===== config.mk =====
export PLATFORM = sky130hd
export DESIGN_NAME = distance_depth_sorter
export DESIGN_NICKNAME = d
export VERILOG_FILES = /design/src/dds_pkg.sv /design/src/dds_ctrl.sv /design/src/dds_datapath.sv /design/src/distance_depth_sorter.sv
export VERILOG_INCLUDE_DIRS = /design/src /design/src/src
export SDC_FILE = /design/constraint.sdc
export NUM_CORES = 2
export LEC_CHECK = 0
export ABC_AREA = 0
export BUFFER_PORTS_ARGS = -buffer_cell sky130_fd_sc_hd__buf_2
export CAP_MARGIN = 20
export CORE_MARGIN = 3
export CORE_UTILIZATION = 69
export CTS_CLUSTER_SIZE = 40
export DETAILED_ROUTE_END_ITERATION = 8
export GPL_TIMING_DRIVEN = 1
export PLACE_DENSITY = 0.83
export SYNTH_ARGS = -nofsm -noshare
export SYNTH_HDL_FRONTEND = slang
export SYNTH_SLANG_ARGS = --single-unit

===== constraint.sdc =====
create_clock -name clk -period 11.84 [get_ports clk]
set_input_delay 1.184 -clock clk [delete_from_list [all_inputs] [get_ports clk]]
set_output_delay 1.184 -clock clk [all_outputs]
set_load 0.01 [all_outputs]

===== src/distance_depth_sorter_macros.svh =====
// assertion macros for the distance depth sorter
`ifndef DISTANCE_DEPTH_SORTER_MACROS_SVH
`define DISTANCE_DEPTH_SORTER_MACROS_SVH

`ifndef SYNTHESIS

`define DDS_ASSERT_IMPL(label, clk, rst_n, pre, post) \
	label: assert property (@(posedge clk) disable iff (!rst_n) (pre) |-> (post)) \
		else $error("dds assertion failed");

`define DDS_ASSERT_NEXT(label, clk, rst_n, pre, post) \
	label: assert property (@(posedge clk) disable iff (!rst_n) (pre) |=> (post)) \
		else $error("dds assertion failed");

`else

`define DDS_ASSERT_IMPL(label, clk, rst_n, pre, post)

`define DDS_ASSERT_NEXT(label, clk, rst_n, pre, post)

`endif

`endif


===== src/dds_pkg.sv =====
`timescale 1ns / 1ps

package dds_pkg;

	localparam int SLOTS_DEF = 32;
	localparam int COORD_W   = 24;
	localparam int DIFF_W    = COORD_W + 1;
	localparam int SQ_W      = 2 * COORD_W;
	localparam int DIST_W    = SQ_W + 1;
	localparam int SLOT_W    = 6;
	localparam int CFG_IDX_W = 2;
	localparam int IN_DATA_W = 48;
	localparam int OUT_DATA_W = 56;

	localparam logic [CFG_IDX_W-1:0] CFG_VIEWER_X = 2'd0;
	localparam logic [CFG_IDX_W-1:0] CFG_VIEWER_Y = 2'd1;

	typedef struct packed {
		logic accept;
		logic scan_clear;
		logic scan_rd;
		logic emit;
		logic set_clear;
	} dds_cmd_t;

	typedef struct packed {
		logic wr_last;
		logic scan_end;
		logic out_free;
		logic final_pick;
	} dds_sts_t;

endpackage


===== src/dds_ctrl.sv =====
`timescale 1ns / 1ps

module dds_ctrl (
	input  logic             clk,
	input  logic             arst_n,
	input  logic             s_tvalid,
	input  logic             s_tlast,
	output logic             s_tready,
	input  dds_pkg::dds_sts_t sts,
	output dds_pkg::dds_cmd_t cmd
);
	import dds_pkg::*;

	typedef enum logic [3:0] {
		ST_LOAD = 4'b0001,
		ST_WAIT = 4'b0010,
		ST_SCAN = 4'b0100,
		ST_PICK = 4'b1000
	} state_t;

	state_t state_q, state_d;

	always_comb begin
		state_d        = state_q;
		cmd            = '0;
		s_tready       = 1'b0;
		case (state_q)
			ST_LOAD: begin
				s_tready   = 1'b1;
				cmd.accept = s_tvalid;
				if (s_tvalid && s_tlast) begin
					state_d = ST_WAIT;
				end
			end
			ST_WAIT: begin
				if (sts.wr_last) begin
					cmd.scan_clear = 1'b1;
					state_d        = ST_SCAN;
				end
			end
			ST_SCAN: begin
				if (sts.scan_end) begin
					state_d = ST_PICK;
				end else begin
					cmd.scan_rd = 1'b1;
				end
			end
			ST_PICK: begin
				if (sts.out_free) begin
					cmd.emit = 1'b1;
					if (sts.final_pick) begin
						cmd.set_clear = 1'b1;
						state_d       = ST_LOAD;
					end else begin
						cmd.scan_clear = 1'b1;
						state_d        = ST_SCAN;
					end
				end
			end
			default: begin
				state_d = ST_LOAD;
			end
		endcase
	end

	always_ff @(posedge clk or negedge arst_n) begin
		if (!arst_n) begin
			state_q <= ST_LOAD;
		end else begin
			state_q <= state_d;
		end
	end

endmodule


===== src/dds_datapath.sv =====
`timescale 1ns / 1ps
`include "distance_depth_sorter_macros.svh"

module dds_datapath #(
	parameter int SLOTS = dds_pkg::SLOTS_DEF
) (
	input  logic                             clk,
	input  logic                             arst_n,
	input  logic [dds_pkg::IN_DATA_W-1:0]    s_tdata,
	input  logic                             s_tlast,
	output logic                             m_tvalid,
	input  logic                             m_tready,
	output logic [dds_pkg::OUT_DATA_W-1:0]   m_tdata,
	output logic                             m_tlast,
	input  logic                             cfg_valid,
	input  logic [dds_pkg::CFG_IDX_W-1:0]    cfg_index,
	input  logic [dds_pkg::COORD_W-1:0]      cfg_data,
	input  dds_pkg::dds_cmd_t                cmd,
	output dds_pkg::dds_sts_t                sts
);
	import dds_pkg::*;

	localparam int IW = $clog2(SLOTS);
	localparam int CW = $clog2(SLOTS + 1);

	logic signed [COORD_W-1:0] viewer_x_q, viewer_y_q;
	logic [CW-1:0]             count_q, scan_q, emit_q;
	logic [SLOTS-1:0]          used_q;

	logic signed [COORD_W-1:0] obj_x, obj_y;
	logic                      wr_en_s1, last_s1, wr_en_s2, last_s2;
	logic [IW-1:0]             wr_addr_s1, wr_addr_s2;
	logic signed [DIFF_W-1:0]  dx_s1, dy_s1;
	logic signed [2*DIFF_W-1:0] px, py;
	logic [SQ_W-1:0]           sqx_s2, sqy_s2;
	logic [DIST_W-1:0]         wr_dist;

	logic [DIST_W-1:0]         mem_q [SLOTS];
	logic [DIST_W-1:0]         rd_dist_s1;
	logic [IW-1:0]             cmp_addr_s1;
	logic                      cmp_vld_s1;
	logic                      take;

	logic                      found_q;
	logic [DIST_W-1:0]         best_dist_q;
	logic [IW-1:0]             best_idx_q;

	logic                      out_valid_q, out_last_q;
	logic [SLOT_W-1:0]         out_idx_q;
	logic [DIST_W-1:0]         out_dist_q;

	// viewer position
	always_ff @(posedge clk or negedge arst_n) begin
		if (!arst_n) begin
			viewer_x_q <= '0;
			viewer_y_q <= '0;
		end else if (cfg_valid) begin
			case (cfg_index)
				CFG_VIEWER_X: viewer_x_q <= cfg_data;
				CFG_VIEWER_Y: viewer_y_q <= cfg_data;
				default: ;
			endcase
		end
	end

	// distance pipeline
	assign obj_x = s_tdata[COORD_W-1:0];
	assign obj_y = s_tdata[2*COORD_W-1:COORD_W];
	assign px    = dx_s1 * dx_s1;
	assign py    = dy_s1 * dy_s1;
	assign wr_dist = DIST_W'(sqx_s2) + DIST_W'(sqy_s2);

	always_ff @(posedge clk or negedge arst_n) begin
		if (!arst_n) begin
			wr_en_s1 <= 1'b0;
			last_s1  <= 1'b0;
			wr_en_s2 <= 1'b0;
			last_s2  <= 1'b0;
		end else begin
			wr_en_s1 <= cmd.accept && (count_q < CW'(SLOTS));
			last_s1  <= cmd.accept && s_tlast;
			wr_en_s2 <= wr_en_s1;
			last_s2  <= last_s1;
		end
	end

	always_ff @(posedge clk) begin
		wr_addr_s1 <= count_q[IW-1:0];
		dx_s1      <= DIFF_W'(obj_x) - DIFF_W'(viewer_x_q);
		dy_s1      <= DIFF_W'(obj_y) - DIFF_W'(viewer_y_q);
		wr_addr_s2 <= wr_addr_s1;
		sqx_s2     <= px[SQ_W-1:0];
		sqy_s2     <= py[SQ_W-1:0];
	end

	// distance store
	always_ff @(posedge clk) begin
		if (wr_en_s2) begin
			mem_q[wr_addr_s2] <= wr_dist;
		end
		if (cmd.scan_rd) begin
			rd_dist_s1 <= mem_q[scan_q[IW-1:0]];
		end
		cmp_addr_s1 <= scan_q[IW-1:0];
	end

	// selection scan: farthest unused slot, lower slot wins ties
	assign take = cmp_vld_s1 && !used_q[cmp_addr_s1] &&
		(!found_q || (rd_dist_s1 > best_dist_q));

	always_ff @(posedge clk or negedge arst_n) begin
		if (!arst_n) begin
			count_q    <= '0;
			scan_q     <= '0;
			emit_q     <= '0;
			used_q     <= '0;
			cmp_vld_s1 <= 1'b0;
			found_q    <= 1'b0;
		end else begin
			cmp_vld_s1 <= cmd.scan_rd;
			if (cmd.scan_clear) begin
				scan_q  <= '0;
				found_q <= 1'b0;
			end else begin
				if (cmd.scan_rd) begin
					scan_q <= scan_q + CW'(1);
				end
				if (take) begin
					found_q <= 1'b1;
				end
			end
			if (cmd.set_clear) begin
				count_q <= '0;
				used_q  <= '0;
				emit_q  <= '0;
			end else begin
				if (cmd.accept && (count_q < CW'(SLOTS))) begin
					count_q <= count_q + CW'(1);
				end
				if (cmd.emit) begin
					used_q[best_idx_q] <= 1'b1;
					emit_q             <= emit_q + CW'(1);
				end
			end
		end
	end

	always_ff @(posedge clk) begin
		if (take) begin
			best_dist_q <= rd_dist_s1;
			best_idx_q  <= cmp_addr_s1;
		end
	end

	// output register
	always_ff @(posedge clk or negedge arst_n) begin
		if (!arst_n) begin
			out_valid_q <= 1'b0;
		end else if (cmd.emit) begin
			out_valid_q <= 1'b1;
		end else if (m_tready) begin
			out_valid_q <= 1'b0;
		end
	end

	always_ff @(posedge clk) begin
		if (cmd.emit) begin
			out_idx_q  <= SLOT_W'(best_idx_q);
			out_dist_q <= best_dist_q;
			out_last_q <= sts.final_pick;
		end
	end

	assign m_tvalid = out_valid_q;
	assign m_tdata  = OUT_DATA_W'({out_dist_q, out_idx_q});
	assign m_tlast  = out_last_q;

	assign sts.wr_last    = last_s2;
	assign sts.scan_end   = (scan_q == count_q);
	assign sts.out_free   = !out_valid_q || m_tready;
	assign sts.final_pick = ((emit_q + CW'(1)) == count_q);

	`DDS_ASSERT_IMPL(a_emit_free, clk, arst_n, cmd.emit, (!out_valid_q || m_tready))
	`DDS_ASSERT_IMPL(a_count_max, clk, arst_n, 1'b1, (count_q <= CW'(SLOTS)))
	`DDS_ASSERT_IMPL(a_scan_range, clk, arst_n, cmd.scan_rd, (scan_q < count_q))
	`DDS_ASSERT_NEXT(a_set_cleared, clk, arst_n, (cmd.emit && sts.final_pick),
		(count_q == '0 && used_q == '0))

endmodule


===== src/distance_depth_sorter.sv =====
`timescale 1ns / 1ps
// loading takes one item per cycle; a last item passes registers s1 and s2 before the store
// each result is found by a scan of the n loaded slots through the store's read port
// a full set of n results takes n such scans, and any stall on the output holds the sort
// input is not taken while results are being sorted out; a new set loads as the last result waits
// reset clears the viewer position, the slot count and the control state; stores keep no reset

module distance_depth_sorter #(
	parameter int SLOTS = dds_pkg::SLOTS_DEF
) (
	input  logic                             clk,
	input  logic                             arst_n,
	input  logic                             s_tvalid,
	output logic                             s_tready,
	input  logic [dds_pkg::IN_DATA_W-1:0]    s_tdata,   // object_x, object_y
	input  logic                             s_tlast,   // last_object
	output logic                             m_tvalid,
	input  logic                             m_tready,
	output logic [dds_pkg::OUT_DATA_W-1:0]   m_tdata,   // slot_index, distance_sq, zero pad
	output logic                             m_tlast,   // last_result
	input  logic                             cfg_valid,
	output logic                             cfg_ready,
	input  logic [dds_pkg::CFG_IDX_W-1:0]    cfg_index,
	input  logic [dds_pkg::COORD_W-1:0]      cfg_data
);
	import dds_pkg::*;

	dds_cmd_t cmd;
	dds_sts_t sts;

	assign cfg_ready = 1'b1;

	dds_ctrl u_ctrl (
		.clk      (clk),
		.arst_n   (arst_n),
		.s_tvalid (s_tvalid),
		.s_tlast  (s_tlast),
		.s_tready (s_tready),
		.sts      (sts),
		.cmd      (cmd)
	);

	dds_datapath #(
		.SLOTS (SLOTS)
	) u_datapath (
		.clk       (clk),
		.arst_n    (arst_n),
		.s_tdata   (s_tdata),
		.s_tlast   (s_tlast),
		.m_tvalid  (m_tvalid),
		.m_tready  (m_tready),
		.m_tdata   (m_tdata),
		.m_tlast   (m_tlast),
		.cfg_valid (cfg_valid && cfg_ready),
		.cfg_index (cfg_index),
		.cfg_data  (cfg_data),
		.cmd       (cmd),
		.sts       (sts)
	);

endmodule


# Word level (Yosys, flattened, before mapping)
# Memories as Yosys holds them, arrays and structs flattened. A register that Yosys moved wholly into a read port is not among the register bits.
# Cells that the tools add are included.
[totals]
reg_bits = 379
ramBits = 1568
input_bits = 80
out_inout_bits = 60
wordCells = 107
n_memories = 1
[memory_table]
columns = ["memory", "depth", "word_bits", "rd", "rd_ports_with_merged_regs", "wr", "line", "rtl"]
rows = [
  ["u_datapath.mem_q", 32, 49, 1, 1, 1, "dds_datapath.sv:38", "logic [DIST_W-1:0] mem_q [SLOTS];"],
]
[op_classes]
add_sub_neg = 6
multipliers = 2
n_lt_le_gt_ge = 5
n_eq_ne = 11
muxes = 35
bitwise = 1
n_reduce_logical = 20
[op_table]
columns = ["operator", "n"]
rows = [
  ["25-bit by 25-bit multiplier with 48-bit output", 2],
  ["32-bit two-way mux", 2],
  ["24-bit by 24-bit subtractor with 25-bit output", 2],
  ["48-bit by 48-bit adder with 49-bit output", 1],
  ["49-bit greater-than comparator", 1],
  ["6-bit two-way mux", 6],
  ["32-bit OR", 1],
  ["6-bit by 1-bit adder with 6-bit output (second input constant)", 3],
  ["1-bit two-way mux", 16],
  ["4-bit two-way mux", 4],
  ["4-bit one-hot mux with 4 select lines", 1],
  ["6-bit == test", 2],
  ["5-bit by 6-bit less-than comparator with 1-bit output (second input constant)", 2],
  ["2-bit nonzero test", 5],
  ["1-bit logical AND", 6],
  ["6-bit less-than comparator (second input constant)", 1],
  ["1-bit binary-select mux with 5-bit select", 1],
  ["1-bit demux with 5-bit select", 1],
  ["5-bit by 1-bit >= comparator with 1-bit output (second input constant)", 1],
  ["4-bit by 1-bit == test with 1-bit output (second input constant)", 1],
  ["4-bit by 2-bit == test with 1-bit output (second input constant)", 1],
  ["4-bit by 3-bit == test with 1-bit output (second input constant)", 1],
  ["4-bit == test (second input constant)", 1],
  ["2-bit two-way mux", 2],
  ["other kinds (10)", 16],
]

# Longest topological paths before layout
[logic_depth]
depth_word = 7
ltp_mapped = 30
mapped_depth_nobuf = 28

# Cells and area by module
# Synthesis repeated with hierarchy kept, for this count alone.
[unflattened]
cells_unflattened = 8058
hier_area_um2 = 117891.8
[by_module_without_submodules]
columns = ["mod", "instances", "cells_each", "area_per_inst_um2", "seq_area_each_um2"]
rows = [
  ["dds_datapath", 1, 8017, 117535.2, 57640.3],
  ["dds_ctrl", 1, 39, 345.3, 101.3],
  ["distance_depth_sorter", 1, 2, 11.3, 0.0],
]

# Worst setup path before layout
# Ideal clock, no wire load.
[synth_timing]
kind = "reg2reg"
start = "reg u_datapath.dy_s1[1]"
end = "reg u_datapath.sqy_s2[41]"
setup_ns = 0.120
arrival_ns = 6.754
required_time_ns = 11.720
setup_slack_ns = 4.966
path_stages_with_launch = 27
n_path_buf = 2
synth_period_minus_slack_ns = 6.874
path_cell_list = "dfxtp_1 clkbuf_1 clkbuf_1 nand2_1 fa_1 inv_1 fa_1 inv_1 fa_1 fa_1 inv_1 fa_1 fa_1 inv_1 fa_1 inv_1 ha_1 a21o_1 a21o_1 a2111oi_0 o211a_1 o41a_1 o21a_1 o21ai_1 o221ai_1 o21ai_0 xnor2_1"
[synth_via]
elab_chain_len = 1
[synth_lines]
columns = ["element", "line", "rtl"]
rows = [
  ["start: declaration", "dds_datapath.sv:33", "logic signed [DIFF_W-1:0] dx_s1, dy_s1;"],
  ["start signal: assignment", "dds_datapath.sv:90", "dy_s1 <= DIFF_W'(obj_y) - DIFF_W'(viewer_y_q);"],
  ["25-bit by 25-bit multiplier with 48-bit output", "dds_datapath.sv:70", "assign py = dy_s1 * dy_s1;"],
  ["via u_datapath.py[41]", "dds_datapath.sv:34", "logic signed [2*DIFF_W-1:0] px, py;"],
  ["end signal: assignment", "dds_datapath.sv:93", "sqy_s2 <= py[SQ_W-1:0];"],
  ["end: declaration", "dds_datapath.sv:35", "logic [SQ_W-1:0] sqx_s2, sqy_s2;"],
]
# The timed path passes the listed nets, and every way through them passes these cells.
# A chain may end at the register's enable or synchronous reset.

# Final worst setup path
[layout_timing]
start = "reg u_datapath.dx_s1[11]"
end = "reg u_datapath.sqx_s2[47]"
[layout_via]
elab_chain_len = 1
[layout_lines]
columns = ["element", "line", "rtl"]
rows = [
  ["start: declaration", "dds_datapath.sv:33", ""],
  ["start signal: assignment", "dds_datapath.sv:89", "dx_s1 <= DIFF_W'(obj_x) - DIFF_W'(viewer_x_q);"],
  ["25-bit by 25-bit multiplier with 48-bit output", "dds_datapath.sv:69", "assign px = dx_s1 * dx_s1;"],
  ["via u_datapath.px[47]", "dds_datapath.sv:34", ""],
  ["end signal: assignment", "dds_datapath.sv:92", "sqx_s2 <= px[SQ_W-1:0];"],
  ["end: declaration", "dds_datapath.sv:35", ""],
]
# The timed path passes the listed nets, and every way through them passes these cells.

==> impl_results.md <==
- Status: completed
- Ys async rst share: 5.47%
- Fin crit period: 7930 ps
- I/O Buffers: 136
- Footprint of the multi-input gates: 53600 µm²
- Synth warn: 0
- Worst-path fanout max: 20
- Synth Area in Compound Gates: 3.15%
- Largest family of logic cells by synthesized area: adder cells
- Clock tree sinks: 1994
- Register area: 57800 µm²
- Reg2Reg Depth: 23
- P&R area growth vs syn: 9.07%
- Most used cells in the layout excluding fill and tap cells: edfxtp_1 (1726), inv_1 (1501), fa_1 (1184)
- Initial antenna violation count: 23
- I/O pin count: 140
- Setup_tns: 0 ps
- Cell variety after synth: 82
- Initial cell density of the core: 69.8%
- Die area: 175000 µm²
- DP HPWL: 194000 µm
- Share of layout cells above drive strength 1: 14.8%
- Fin crit share: 66.9%
- Die H: 418 µm
- DRC Markers: 0
- Max clock buf depth: 3
- Clk pin slew, worst setup/hold paths: 60 ps
- CTS tree: built
- Post-CTS setup buffers: 0
- Syn Inst Count: 7998
- Endpoints failing setup: 0
- Core ar.: 168000 µm²
- Fmax achieved: 0.126 GHz
- Hold Path Class: flop to flop
- CP arrival: 8710 ps
- Sequential fraction of the synthesis area: 49.2%
- FF-to-FF setup slack: 3910 ps
- Gr ovfl total: 0
- Hold-fix buffers, CTS: 0
- Initial DRC count: 9254
- Mean Syn Cell Area: 14.7 µm²
- Mapped cell area: 117000 µm²
- Cell row count: 150
- Post-synth EDFFs: 1726
- CTS buffer count: 189
- Drt pass-1 iters: 8
- Critical Path Start Type: flop
- Post-Synth XOR/XNOR Area: 1.68%
- Drt wl/cell: 30.1 µm
- Die Wd: 418 µm
- Least-Margin Pin Slew: 1260 ps
- Slew margin rel.: 16.2%
- Mux share of post-synthesis cell area: 10.4%
- Synth area leader: edfxtp_1
- Drt total wl: 319000 µm
- First-pass GRT wire length: 475000 µm
- NumNets Final: 9918
- Largest net degree at the start of global routing: 97
- Clk Latency, worst-skew pair: 900 ps
- Final Max Tran Viols: 0
- Vias in the first global route: 74800
- Worst EP required: 12620 ps
- Most common cell after layout, fill and taps aside: edfxtp_1
- RSZ-0062 raised after global routing: no
- Routed vias: 70000
- Root buffer cell: clkbuf_16
- Fill cells: 9232
- Placer Congestion: 0.932
- Routed vias/inst: 6.61
- Synth Area in Simple Gates: 5.04%
- Worst setup path class: flop to flop
- Share of the synthesized area in the top cell type: 44.2%
- #FFs+latches synth: 1994
- Post-Synth Adder-Cell Area: 24.9%
- Routed Antenna Nets: 0
- Clock skew: 128 ps
- WHS Path Cells: 0
- Post-CTS sizing: 0
- Maxcap violations: 0
- H-tree levels: 4
- Critical Path End Type: flop
- Top cells by area, synth: edfxtp_1 (44%), fa_1 (20%), mux4_2 (9.6%), inv_1 (4.8%), ha_1 (4.7%)
- Total Routing Usage GR: 37.5%
- Post-synth top flop: edfxtp_1
- Final Hold Violating Endpoints: 0
synthesized netlist by cell type, types with 59 or more instances:
library cell and instances:
edfxtp_1 1726, inv_1 1503, fa_1 1184, mux4_2 500, ha_1 438, nand2_1 437
nor2_1 245, and2_1 234, clkbuf_1 220, a21oi_1 190, xnor2_1 166, dfxtp_1 159
dfrtp_1 108, o21ai_0 105, a21o_1 89, mux2_2 75, nor2b_1 62, xor2_1 59
flip-flops by register name (all words and copies together) (netlist names), 6 cells and up:
register / cells
u_datapath.viewer_y_q: 24
u_datapath.best_dist_q: 49
u_datapath.mem_q: 1568
u_datapath.scan_q: 6
u_datapath.dy_s1: 25
u_datapath.used_q: 32
u_datapath.dx_s1: 25
u_datapath.sqy_s2: 47
u_datapath.viewer_x_q: 24
u_datapath.out_dist_q: 49
u_datapath.count_q: 6
u_datapath.rd_dist_s1: 49
u_datapath.emit_q: 6
u_datapath.sqx_s2: 47
stage by stage:
stage          worst slack [ps]  cell area [µm²]  util (%)  cells  hold WS, ps
3_5_place_dp               4010           122000      72.3  10200          328
5_1_grt                    3570           128000      76.1  10600          350
2_1_floorplan              4970           117000         -   7999          310
6_report                   3910           128000      76.1  10600          351
3_3_place_gp               4250           121000      72.2  10200          320
4_1_cts                    3980           128000      75.9  10600          342
metal layers:
layer | up-vias | track usage (%) | part of all wire, %
li1 | 27700 | - | -
met5 | - | 0 | 0.036
met1 | 35700 | 46.7 | 33
met3 | 1229 | 7.55 | 11
met4 | 18 | 20.7 | 6.6
met2 | 5324 | 62.4 | 50
cell type report:
type                    count  area share, %
flip-flops and latches   1994           45.1
multi-input cells        4232           41.9
inverters                1506           4.42
clock buffers             236           3.92
well taps                2204           2.15
repair buffers            293           1.65
clock inverters           112          0.821
diodes                     13         0.0254
logic make-up after synthesis:
logic type | Yosys count
other | 2
adder cells (fa/ha/maj) | 1622
buffers and inverters | 1773
multiplexers | 582
XOR/XNOR | 225
flip-flops | 1994
AND/OR/NAND/NOR | 1223
AO/OA/AOI/OAI | 577
critical path, cell delays in order (launching register included):
cell and delay (ps):
dfxtp_1 300, buf_4 350, inv_1 350, nor2_1 270, inv_1 90, fa_1 490, fa_1 540, inv_1 60
fa_1 460, fa_1 450, fa_1 480, fa_1 570, fa_1 430, ha_1 430, inv_1 60, or3_1 360
a211oi_1 480, o311a_1 300, o211ai_1 200, a41o_1 320, o21a_1 270, o31ai_1 280, a21oi_1 120, xnor2_1 140
path summary, 6_finish.rpt:
| kind | startpoint | end |
|---|---|---|
| max in group asynchronous | arst_n | u_datapath.scan_q[1]$_DFFE_PN0P_ |
| min in group asynchronous | arst_n | u_datapath.viewer_x_q[19]$_DFFE_PN0P_ |
| hold reg to reg | u_datapath.last_s1$_DFF_PN0_ | u_datapath.last_s2$_DFF_PN0_ |
| hold / removal | u_datapath.last_s1$_DFF_PN0_ | u_datapath.last_s2$_DFF_PN0_ |
| setup reg to reg | u_datapath.dx_s1[11]$_DFF_P_ | u_datapath.sqx_s2[47]$_DFF_P_ |
| setup / recovery | u_datapath.dx_s1[11]$_DFF_P_ | u_datapath.sqx_s2[47]$_DFF_P_ |
Power is left out: the tool's default activity adds up to more than one toggle a clock period on the data nets, which glitch-free logic cannot reach.
